### src/hw/rtl/mdcm_pkg.sv
// shared constants, codes and helper functions of the mecanum drive command mixer
// no dependencies; imported by the mixer top level and its port checker
`default_nettype none

package mdcm_pkg;

    localparam int unsigned NUM_WHEELS  = 4;
    localparam int unsigned NUM_MIX_BTN = 6;

    // operation codes carried in tuser
    localparam logic [1:0] OP_TICK   = 2'd0;
    localparam logic [1:0] OP_BUTTON = 2'd1;
    localparam logic [1:0] OP_SERIAL = 2'd2;

    // direction codes, two bits per wheel
    localparam logic [1:0] DIR_FWD  = 2'b01;
    localparam logic [1:0] DIR_BACK = 2'b10;
    localparam logic [1:0] DIR_STOP = 2'b11;

    localparam logic [7:0]  POWER_CAP       = 8'd204;
    localparam logic [6:0]  LEVEL_FULL      = 7'd100;
    localparam logic [6:0]  LEVEL_HALF      = 7'd50;
    localparam logic [16:0] IDLE_MAX        = 17'h1FFFF;
    localparam logic [15:0] TIMEOUT_DEFAULT = 16'd100;

    // button bit positions for the drive level
    localparam int unsigned BTN_A = 6;
    localparam int unsigned BTN_B = 7;

    // wheel index order FL FR BL BR
    localparam int unsigned W_FL = 0;
    localparam int unsigned W_FR = 1;
    localparam int unsigned W_BL = 2;
    localparam int unsigned W_BR = 3;

    typedef logic signed [7:0] speed_t;
    typedef logic signed [2:0] mix_sum_t;

    // per-button wheel pattern, buttons up down left right select start
    localparam logic signed [1:0] MIX_TABLE [NUM_MIX_BTN][NUM_WHEELS] = '{
        '{ 2'sd1,  2'sd1,  2'sd1,  2'sd1},
        '{-2'sd1, -2'sd1, -2'sd1, -2'sd1},
        '{-2'sd1,  2'sd1,  2'sd1, -2'sd1},
        '{ 2'sd1, -2'sd1, -2'sd1,  2'sd1},
        '{-2'sd1,  2'sd1, -2'sd1,  2'sd1},
        '{ 2'sd1, -2'sd1,  2'sd1, -2'sd1}
    };

    function automatic logic [1:0] mix_mag(input mix_sum_t s);
        mix_mag = s[2] ? 2'(-s) : s[1:0];
    endfunction

    function automatic logic [1:0] dir_of(input speed_t s);
        if (s == 8'sd0) begin
            dir_of = DIR_STOP;
        end else if (s[7]) begin
            dir_of = DIR_BACK;
        end else begin
            dir_of = DIR_FWD;
        end
    endfunction

    function automatic logic [7:0] power_of(input speed_t s);
        logic [7:0] m;
        logic [8:0] p;
        m = s[7] ? 8'(-s) : 8'(s);
        p = {m, 1'b0};
        if (s == 8'sd0) begin
            power_of = POWER_CAP;
        end else if (p > {1'b0, POWER_CAP}) begin
            power_of = POWER_CAP;
        end else begin
            power_of = p[7:0];
        end
    endfunction

endpackage

`default_nettype wire

### src/hw/rtl/mecanum_drive_command_mixer.sv
// mecanum drive command mixer: button mixing, serial speeds, idle timeout, motor outputs
// depends on mdcm_pkg; one shared compare-subtract divider under a small sequencer
// sequence: tick, serial, no-command and unused items set the done flag, and the result
//   loads once the output register is free; a button command runs mix, then for each of
//   the 4 wheels a load step and the divider steps of 3 quotient bits each, then output
// throughput: one item at a time; s_tready is high only while idle and no result waits
// reset: synchronous active-low aresetn clears speeds, idle count, output valid,
//   sets drive level 50 and timeout 100 ms
`default_nettype none

module mecanum_drive_command_mixer (
    input  wire logic        aclk,
    input  wire logic        aresetn,
    // configuration: timeout_ms
    input  wire logic        cfg_wr_en,
    input  wire logic [15:0] cfg_wr_data,
    // input stream
    input  wire logic        s_tvalid,
    output logic             s_tready,
    // buttons, cmd_speed_fl, cmd_speed_fr, cmd_speed_bl, cmd_speed_br
    input  wire logic [39:0] s_tdata,
    // operation
    input  wire logic [1:0]  s_tuser,
    // result stream
    output logic             m_tvalid,
    input  wire logic        m_tready,
    // direction_code, power_fl, power_fr, power_bl, power_br
    output logic [39:0]      m_tdata
);

    import mdcm_pkg::*;

    typedef enum logic [1:0] {
        ST_IDLE,
        ST_MIX,
        ST_LOAD,
        ST_DIV
    } state_t;

    // extra state for output hand-off
    logic   done_reg;

    state_t     state_reg;
    speed_t     wheel_speed_reg [NUM_WHEELS];
    logic [6:0] drive_level_reg;
    logic [16:0] idle_count_reg;
    logic [15:0] timeout_reg;

    // captured button sample and mix results
    logic [7:0] btn_reg;
    mix_sum_t   sum_reg [NUM_WHEELS];
    logic [1:0] den_reg;
    logic [1:0] wheel_idx_reg;

    // shared divider: dividend shifts out on top, quotient bits shift in below
    logic [8:0] dvd_reg;
    logic [1:0] rem_reg;
    logic [1:0] step_reg;
    logic [8:0] dvd_next;
    logic [1:0] rem_next;
    logic [2:0] div_trial;

    logic       m_tvalid_reg;
    logic [39:0] m_tdata_reg;

    mix_sum_t   mix_sum [NUM_WHEELS];
    logic [1:0] mix_den;
    logic [6:0] level_next;
    logic [8:0] dividend;
    logic [7:0] quot;
    speed_t     quot_signed;
    logic       in_xfer;
    logic       out_free;
    logic       timed_out;
    speed_t     speed_eff [NUM_WHEELS];
    logic [39:0] result;

    assign s_tready = (state_reg == ST_IDLE) && !done_reg;
    assign in_xfer  = s_tvalid && s_tready;
    assign out_free = !m_tvalid_reg || m_tready;
    assign m_tvalid = m_tvalid_reg;
    assign m_tdata  = m_tdata_reg;

    // button pattern sums and the largest wheel magnitude, at least 1
    always_comb begin
        mix_den = 2'd1;
        for (int w = 0; w < NUM_WHEELS; w++) begin
            mix_sum[w] = 3'sd0;
            for (int b = 0; b < NUM_MIX_BTN; b++) begin
                if (btn_reg[b]) begin
                    mix_sum[w] = mix_sum[w] + 3'(MIX_TABLE[b][w]);
                end
            end
        end
        for (int w = 0; w < NUM_WHEELS; w++) begin
            if (mix_mag(mix_sum[w]) > mix_den) begin
                mix_den = mix_mag(mix_sum[w]);
            end
        end
    end

    // A wins over B
    always_comb begin
        if (btn_reg[BTN_A]) begin
            level_next = LEVEL_FULL;
        end else if (btn_reg[BTN_B]) begin
            level_next = LEVEL_HALF;
        end else begin
            level_next = drive_level_reg;
        end
    end

    // magnitude times drive level for the wheel under work, at most 300
    assign dividend = 9'(mix_mag(sum_reg[wheel_idx_reg])) * 9'(drive_level_reg);

    // three restoring division steps per cycle
    always_comb begin
        dvd_next  = dvd_reg;
        rem_next  = rem_reg;
        div_trial = 3'd0;
        for (int i = 0; i < 3; i++) begin
            div_trial = {rem_next, dvd_next[8]};
            if (div_trial >= {1'b0, den_reg}) begin
                div_trial = div_trial - {1'b0, den_reg};
                dvd_next  = {dvd_next[7:0], 1'b1};
            end else begin
                dvd_next  = {dvd_next[7:0], 1'b0};
            end
            rem_next = div_trial[1:0];
        end
    end

    // quotient never exceeds the drive level, so 8 bits hold it
    assign quot        = dvd_next[7:0];
    assign quot_signed = sum_reg[wheel_idx_reg][2] ? -speed_t'(quot) : speed_t'(quot);

    // timeout check after the item's own effect, then outputs
    assign timed_out = idle_count_reg > {1'b0, timeout_reg};

    always_comb begin
        for (int w = 0; w < NUM_WHEELS; w++) begin
            speed_eff[w] = timed_out ? 8'sd0 : wheel_speed_reg[w];
        end
        result[1:0]   = dir_of(speed_eff[W_FR]);
        result[3:2]   = dir_of(speed_eff[W_FL]);
        result[5:4]   = dir_of(speed_eff[W_BL]);
        result[7:6]   = dir_of(speed_eff[W_BR]);
        result[15:8]  = power_of(speed_eff[W_FL]);
        result[23:16] = power_of(speed_eff[W_FR]);
        result[31:24] = power_of(speed_eff[W_BL]);
        result[39:32] = power_of(speed_eff[W_BR]);
    end

    always_ff @(posedge aclk) begin
        if (!aresetn) begin
            state_reg       <= ST_IDLE;
            done_reg        <= 1'b0;
            m_tvalid_reg    <= 1'b0;
            drive_level_reg <= LEVEL_HALF;
            idle_count_reg  <= '0;
            timeout_reg     <= TIMEOUT_DEFAULT;
            wheel_idx_reg   <= '0;
            step_reg        <= '0;
            for (int w = 0; w < NUM_WHEELS; w++) begin
                wheel_speed_reg[w] <= 8'sd0;
            end
        end else begin
            if (cfg_wr_en) begin
                timeout_reg <= cfg_wr_data;
            end

            // output register empties on a result transfer unless the next result loads
            if (m_tvalid_reg && m_tready && !done_reg) begin
                m_tvalid_reg <= 1'b0;
            end

            case (state_reg)
                ST_IDLE: begin
                    if (done_reg) begin
                        // result transfer waits for a free output register
                        if (out_free) begin
                            m_tvalid_reg <= 1'b1;
                            m_tdata_reg  <= result;
                            done_reg     <= 1'b0;
                            if (timed_out) begin
                                for (int w = 0; w < NUM_WHEELS; w++) begin
                                    wheel_speed_reg[w] <= 8'sd0;
                                end
                            end
                        end
                    end else if (in_xfer) begin
                        btn_reg <= s_tdata[7:0];
                        case (s_tuser)
                            OP_TICK: begin
                                if (idle_count_reg != IDLE_MAX) begin
                                    idle_count_reg <= idle_count_reg + 17'd1;
                                end
                                done_reg <= 1'b1;
                            end
                            OP_BUTTON: begin
                                if (s_tdata[7:0] != 8'd0) begin
                                    idle_count_reg <= '0;
                                    state_reg      <= ST_MIX;
                                end else begin
                                    done_reg <= 1'b1;
                                end
                            end
                            OP_SERIAL: begin
                                wheel_speed_reg[W_FL] <= s_tdata[15:8];
                                wheel_speed_reg[W_FR] <= s_tdata[23:16];
                                wheel_speed_reg[W_BL] <= s_tdata[31:24];
                                wheel_speed_reg[W_BR] <= s_tdata[39:32];
                                idle_count_reg        <= '0;
                                done_reg              <= 1'b1;
                            end
                            default: begin
                                // unused code: no command, no tick
                                done_reg <= 1'b1;
                            end
                        endcase
                    end
                end
                ST_MIX: begin
                    for (int w = 0; w < NUM_WHEELS; w++) begin
                        sum_reg[w] <= mix_sum[w];
                    end
                    den_reg         <= mix_den;
                    drive_level_reg <= level_next;
                    wheel_idx_reg   <= '0;
                    state_reg       <= ST_LOAD;
                end
                ST_LOAD: begin
                    dvd_reg   <= dividend;
                    rem_reg   <= '0;
                    step_reg  <= '0;
                    state_reg <= ST_DIV;
                end
                ST_DIV: begin
                    dvd_reg  <= dvd_next;
                    rem_reg  <= rem_next;
                    step_reg <= step_reg + 2'd1;
                    if (step_reg == 2'd2) begin
                        wheel_speed_reg[wheel_idx_reg] <= quot_signed;
                        if (wheel_idx_reg == 2'(NUM_WHEELS - 1)) begin
                            state_reg <= ST_IDLE;
                            done_reg  <= 1'b1;
                        end else begin
                            wheel_idx_reg <= wheel_idx_reg + 2'd1;
                            state_reg     <= ST_LOAD;
                        end
                    end
                end
                default: begin
                    state_reg <= ST_IDLE;
                end
            endcase
        end
    end

endmodule

`default_nettype wire

### config.mk
export PLATFORM = sky130hd
export DESIGN_NAME = mecanum_drive_command_mixer
export DESIGN_NICKNAME = d
export VERILOG_FILES = /design/src/hw/rtl/mdcm_pkg.sv /design/src/hw/rtl/mecanum_drive_command_mixer.sv
export SDC_FILE = /design/constraint.sdc
export NUM_CORES = 1
export LEC_CHECK = 0
export BUFFER_PORTS_ARGS = -buffer_cell sky130_fd_sc_hd__buf_2
export CAP_MARGIN = 20
export CORE_UTILIZATION = 64
export DETAILED_ROUTE_END_ITERATION = 16
export PLACE_DENSITY = 0.86
export SLEW_MARGIN = 20
export SYNTH_ARGS = -nofsm -noshare
export SYNTH_HDL_FRONTEND = slang
export SYNTH_SLANG_ARGS = --single-unit
### constraint.sdc
create_clock -name aclk -period 8.25 [get_ports aclk]
set_input_delay 1.65 -clock aclk [delete_from_list [all_inputs] [get_ports aclk]]
set_output_delay 1.65 -clock aclk [all_outputs]
set_load 0.02 [all_outputs]
; Word-level counts from Yosys, hierarchy flattened
; Memories as Yosys holds them, arrays and structs flattened. A register that Yosys moved wholly into a read port is not among the register bits.
; Cells that the tools add are included.
[totals]
register_bits = 109
ram_bits = 44
out_inout_bits = 42
word_cells = 228
memories = 2
[mem_list]
columns = name, depth, word_bits, read_ports, rd_ports_with_merged_regs, write_ports, line_no
row1 = wheel_speed_reg, 4, 8, 4, 0, 4, mecanum_drive_command_mixer.sv:44  ; speed_t wheel_speed_reg [NUM_WHEELS];
row2 = sum_reg, 4, 3, 1, 1, 4, mecanum_drive_command_mixer.sv:51  ; mix_sum_t sum_reg [NUM_WHEELS];
[classes]
add_sub_neg = 29
multipliers = 1
n_lt_le_gt_ge = 12
eq_ne = 17
muxes = 105
bitwise = 9
reduce_logical = 33
[op_table]
columns = operator, n
row1 = 2-to-1 mux 8 bit, 18
row2 = 2-to-1 mux 2 bit, 27
row3 = one-hot mux 17 bit (3 select lines), 1
row4 = negator 8 bit, 5
row5 = 2-to-1 mux 3 bit, 13
row6 = greater-than comparator 9 x 8 -> 1 bit (second input constant), 4
row7 = 2-to-1 mux 1 bit, 36
row8 = 2-to-1 mux 17 bit, 2
row9 = logical NOT 8 bit, 4
row10 = adder 3 x 1 -> 3 bit (second input constant), 7
row11 = adder 3 x 2 -> 3 bit (second input constant), 6
row12 = one-hot mux 9 bit (2 select lines), 1
row13 = adder 17 x 1 -> 17 bit (second input constant), 1
row14 = greater-than comparator 17 x 16 -> 1 bit, 1
row15 = != test 17 bit (second input constant), 1
row16 = 2-to-1 mux 7 bit, 2
row17 = != test 2 bit (second input constant), 7
row18 = one-hot mux 2 bit (2 select lines), 3
row19 = equality test 2 bit (second input constant), 5
row20 = negator 2 bit, 5
row21 = greater-or-equal comparator 3 x 2 -> 1 bit, 3
row22 = multiplier 2 x 7 -> 9 bit, 1
row23 = OR 1 bit, 8
row24 = one-hot mux 2 bit (4 select lines), 1
row25 = other kinds (22), 44

; Longest topological paths before layout
[depth]
word_depth = 21
depth_mapped = 27

; Least setup slack after synthesis
; Ideal clock, no wire load.
[synth_timing]
kind = register -> register
startpoint = register btn_reg[0]
endpoint = register den_reg[0], data pin
arrival_time_ns = 4.860
setup_slack_ns = 3.127
stages_incl_launch_ff = 24
n_path_buf = 0
period_less_slack_ns = 5.123
cell_sequence = edfxtp_1 -> fa_1 -> ha_1 -> nand2_1 -> o21ai_0 -> inv_1 -> ha_1 -> mux2i_1 -> ha_1 -> mux2_2 -> inv_1 -> ha_1 -> mux2i_1 -> ha_1 -> o21ai_0 -> mux2i_1 -> ha_1 -> inv_1 -> o22ai_1 -> mux2_2 -> ha_1 -> inv_1 -> o22ai_1 -> o21ai_0
[synth_rtl]
columns = item, line_no
row1 = start: declaration, mecanum_drive_command_mixer.sv:50  ; logic [7:0] btn_reg;
row2 = start signal: assignment, mecanum_drive_command_mixer.sv:192  ; btn_reg <= s_tdata[7:0];
row3 = end signal: assignment, mecanum_drive_command_mixer.sv:227  ; den_reg <= mix_den;
row4 = end: declaration, mecanum_drive_command_mixer.sv:52  ; logic [1:0] den_reg;

==> impl_metrics.json <==
{
  "ctsResizeCount": 0,
  "ys_seq_elements": 143,
  "grt_overflow": 0,
  "drive_above_1_share": 0.153,
  "fin_util": 0.746,
  "critical_path.max_fanout": 4,
  "ys_warn_count": 0,
  "postLayoutCellArea_mm2": 0.00992,
  "powerDensity_mw_per_mm2": 272,
  "ys_types": 75,
  "ctsLongestPathBuffers": 2,
  "tightest_slew_ns": 0.976,
  "maxCapViolCount": 0,
  "synth_area_mm2": 0.00874,
  "die-area_mm2": 0.0141,
  "slew_violations": 0,
  "wl_per_cell_um": 15.4,
  "outcome": "complete, no violations",
  "hold_viol": 0,
  "grt_setup_unrepaired": "false",
  "worstReg2RegStart": "btn_reg[0]",
  "min_path_type": "reg2reg",
  "place_area_mm2": 0.00934,
  "grt_first_pass_wirelength_mm": 30.5,
  "die_w_um": 119,
  "final_nets": 1131,
  "cp_data_required_time_ns": 8.41,
  "setup_viol": 0,
  "ir_drop_mv": 0.295,
  "largest_reg_flops": 36,
  "leakage_nw": 4.12,
  "diodes": 0,
  "synth_area_leader_cell": "edfxtp_1",
  "num_rows": 42,
  "post_cts_buffers": 0,
  "worstSetupStartpointType": "flip-flop",
  "synthFlopType": "edfxtp_1",
  "worstPathArrival_ns": 5.70,
  "insertion_delay_ns": 0.42,
  "via_per_inst": 5.85,
  "fin_skew_ns": 0.0148,
  "area_growth_pct": 13.5,
  "root_buffer": "clkbuf_16",
  "die_h_um": 119,
  "cts_hold_buf": 0,
  "max_freq_mhz": 180,
  "syn_avg_cell_area_um2": 9.59,
  "min_period_ns": 5.55,
  "worstSetupEndpointType": "flip-flop",
  "synthArstFlopShare": 0,
  "layout_commonest_cell": "nand2_1",
  "clk_pin_slew_ns": 0.06,
  "drc": 0,
  "hold_start": "timeout_reg[8]",
  "gr-usage-all-layers": 0.273,
  "fin_crit_sh": 0.673,
  "relSlewSlack": 0.348,
  "ant_nets": 0,
  "core-area_mm2": 0.0133,
  "yosys-top-cells-area": "edfxtp_1 34%, dfxtp_1 10%, ha_1 9.3%, nand2_1 4.4%, nor2_1 4.2%",
  "total_power_mw": 2.70,
  "rrSetupSlack_ns": 2.70,
  "finalSetupTns_ns": 0,
  "cts_tree": "built",
  "synth.top_cell.area_share": 0.337,
  "start_util": 0.658,
  "seq_area_frac_synth": 0.440,
  "cts_sinks": 143,
  "grt_antenna_before_repair": 0,
  "grt_max_degree": 37,
  "drtIter0Drc": 723,
  "synth_edf_count": 98,
  "criticalPathCategory": "reg2reg",
  "firstDrtPassIters": 5,
  "ios": 105,
  "dp_hpwl_mm": 13.2,
  "cts_made_buffers": 17,
  "portBuffers": 100,
  "layout_common_cells": "102 x nand2_1, 100 x buf_2, 98 x edfxtp_1",
  "crit_start": "btn_reg[0]",
  "grt_pass1_vias": 6517,
  "routed_wl_mm": 18.4,
  "syn_inst": 912,
  "htree_levels": 4,
  "routed-via-count": 6966,
  "gp_congestion": 0.919
}
==> worst paths after layout <==
path         cells after the start             end
max                             23      den_reg[0]
min reg2reg                      2  timeout_reg[8]
max reg2reg                     23      den_reg[0]
min                              2  timeout_reg[8]
==> power breakdown <==
part	internal, mW	switching, mW
sequential	0.892	0.0647
clock	0.476	0.277
combinational	0.417	0.575
total	1.79	0.917
==> layout make-up <==
type	count	area, um2
repair buffers	101	508
fillers	888	3370
multi-input cells	678	4540
clock inverters	7	83.8
flip-flops and latches	143	3840
clock buffers	25	497
well taps	176	220
inverters	61	229
==> logic make-up after synthesis <==
family          Yosys count  share of synthesized area
flops                   143                      0.440
fa+ha+maj                66                     0.0953
compound gates          194                      0.145
buf+inv                  94                     0.0431
xor+xnor                 58                     0.0598
mux                      32                     0.0418
simple gates            324                      0.175
other cells               1                   0.000429
==> worst max-delay path, cell delays in order (launching register included) <==
cell      delay [ns]
edfxtp_1        0.46
fa_1            0.58
ha_1            0.30
nand2_1         0.04
o21ai_0         0.18
inv_1           0.09
ha_1            0.30
mux2i_1         0.20
ha_1            0.27
mux2_2          0.30
inv_1           0.07
ha_1            0.23
mux2i_1         0.21
ha_1            0.26
o21ai_0         0.21
mux2i_1         0.27
ha_1            0.16
inv_1           0.04
o22ai_1         0.16
mux2_2          0.37
ha_1            0.27
inv_1           0.03
o22ai_1         0.19
o21ai_0         0.09
==> cell usage after synthesis (6+ instances only) <==
cell and n:
a211oi_1 10, a21oi_1 44, a22o_1 6, and2_1 9, clkbuf_1 21, dfxtp_1 45, edfxtp_1 98, ha_1 65
inv_1 60, mux2_2 6, mux2i_1 23, nand2_1 102, nand2b_1 16, nand3_1 14, nand4_1 8, nor2_1 97
nor2b_1 10, nor3_1 19, o211ai_1 6, o21ai_0 65, o22ai_1 7, o31ai_1 6, or3_1 17, xnor2_1 24
xor2_1 32
==> metal layers <==
metal | GRT usage | wire [um]
met1 | 0.337 | 7680
met2 | 0.467 | 9180
met3 | 0.0469 | 1080
met4 | 0.131 | 442
met5 | 0 | 0
==> metrics by stage <==
stage / cells / hold slack, ns / setup WS [ns]
after CTS: 1191 / 0.504 / 2.69
after detailed placement: 1159 / 0.489 / 2.70
after global routing: 1191 / 0.513 / 2.26
after global placement: 1159 / 0.473 / 2.96
final: 1191 / 0.498 / 2.70
after floorplan: 915 / 0.459 / 3.13
Note: power is estimated with default switching activity, not from simulation.
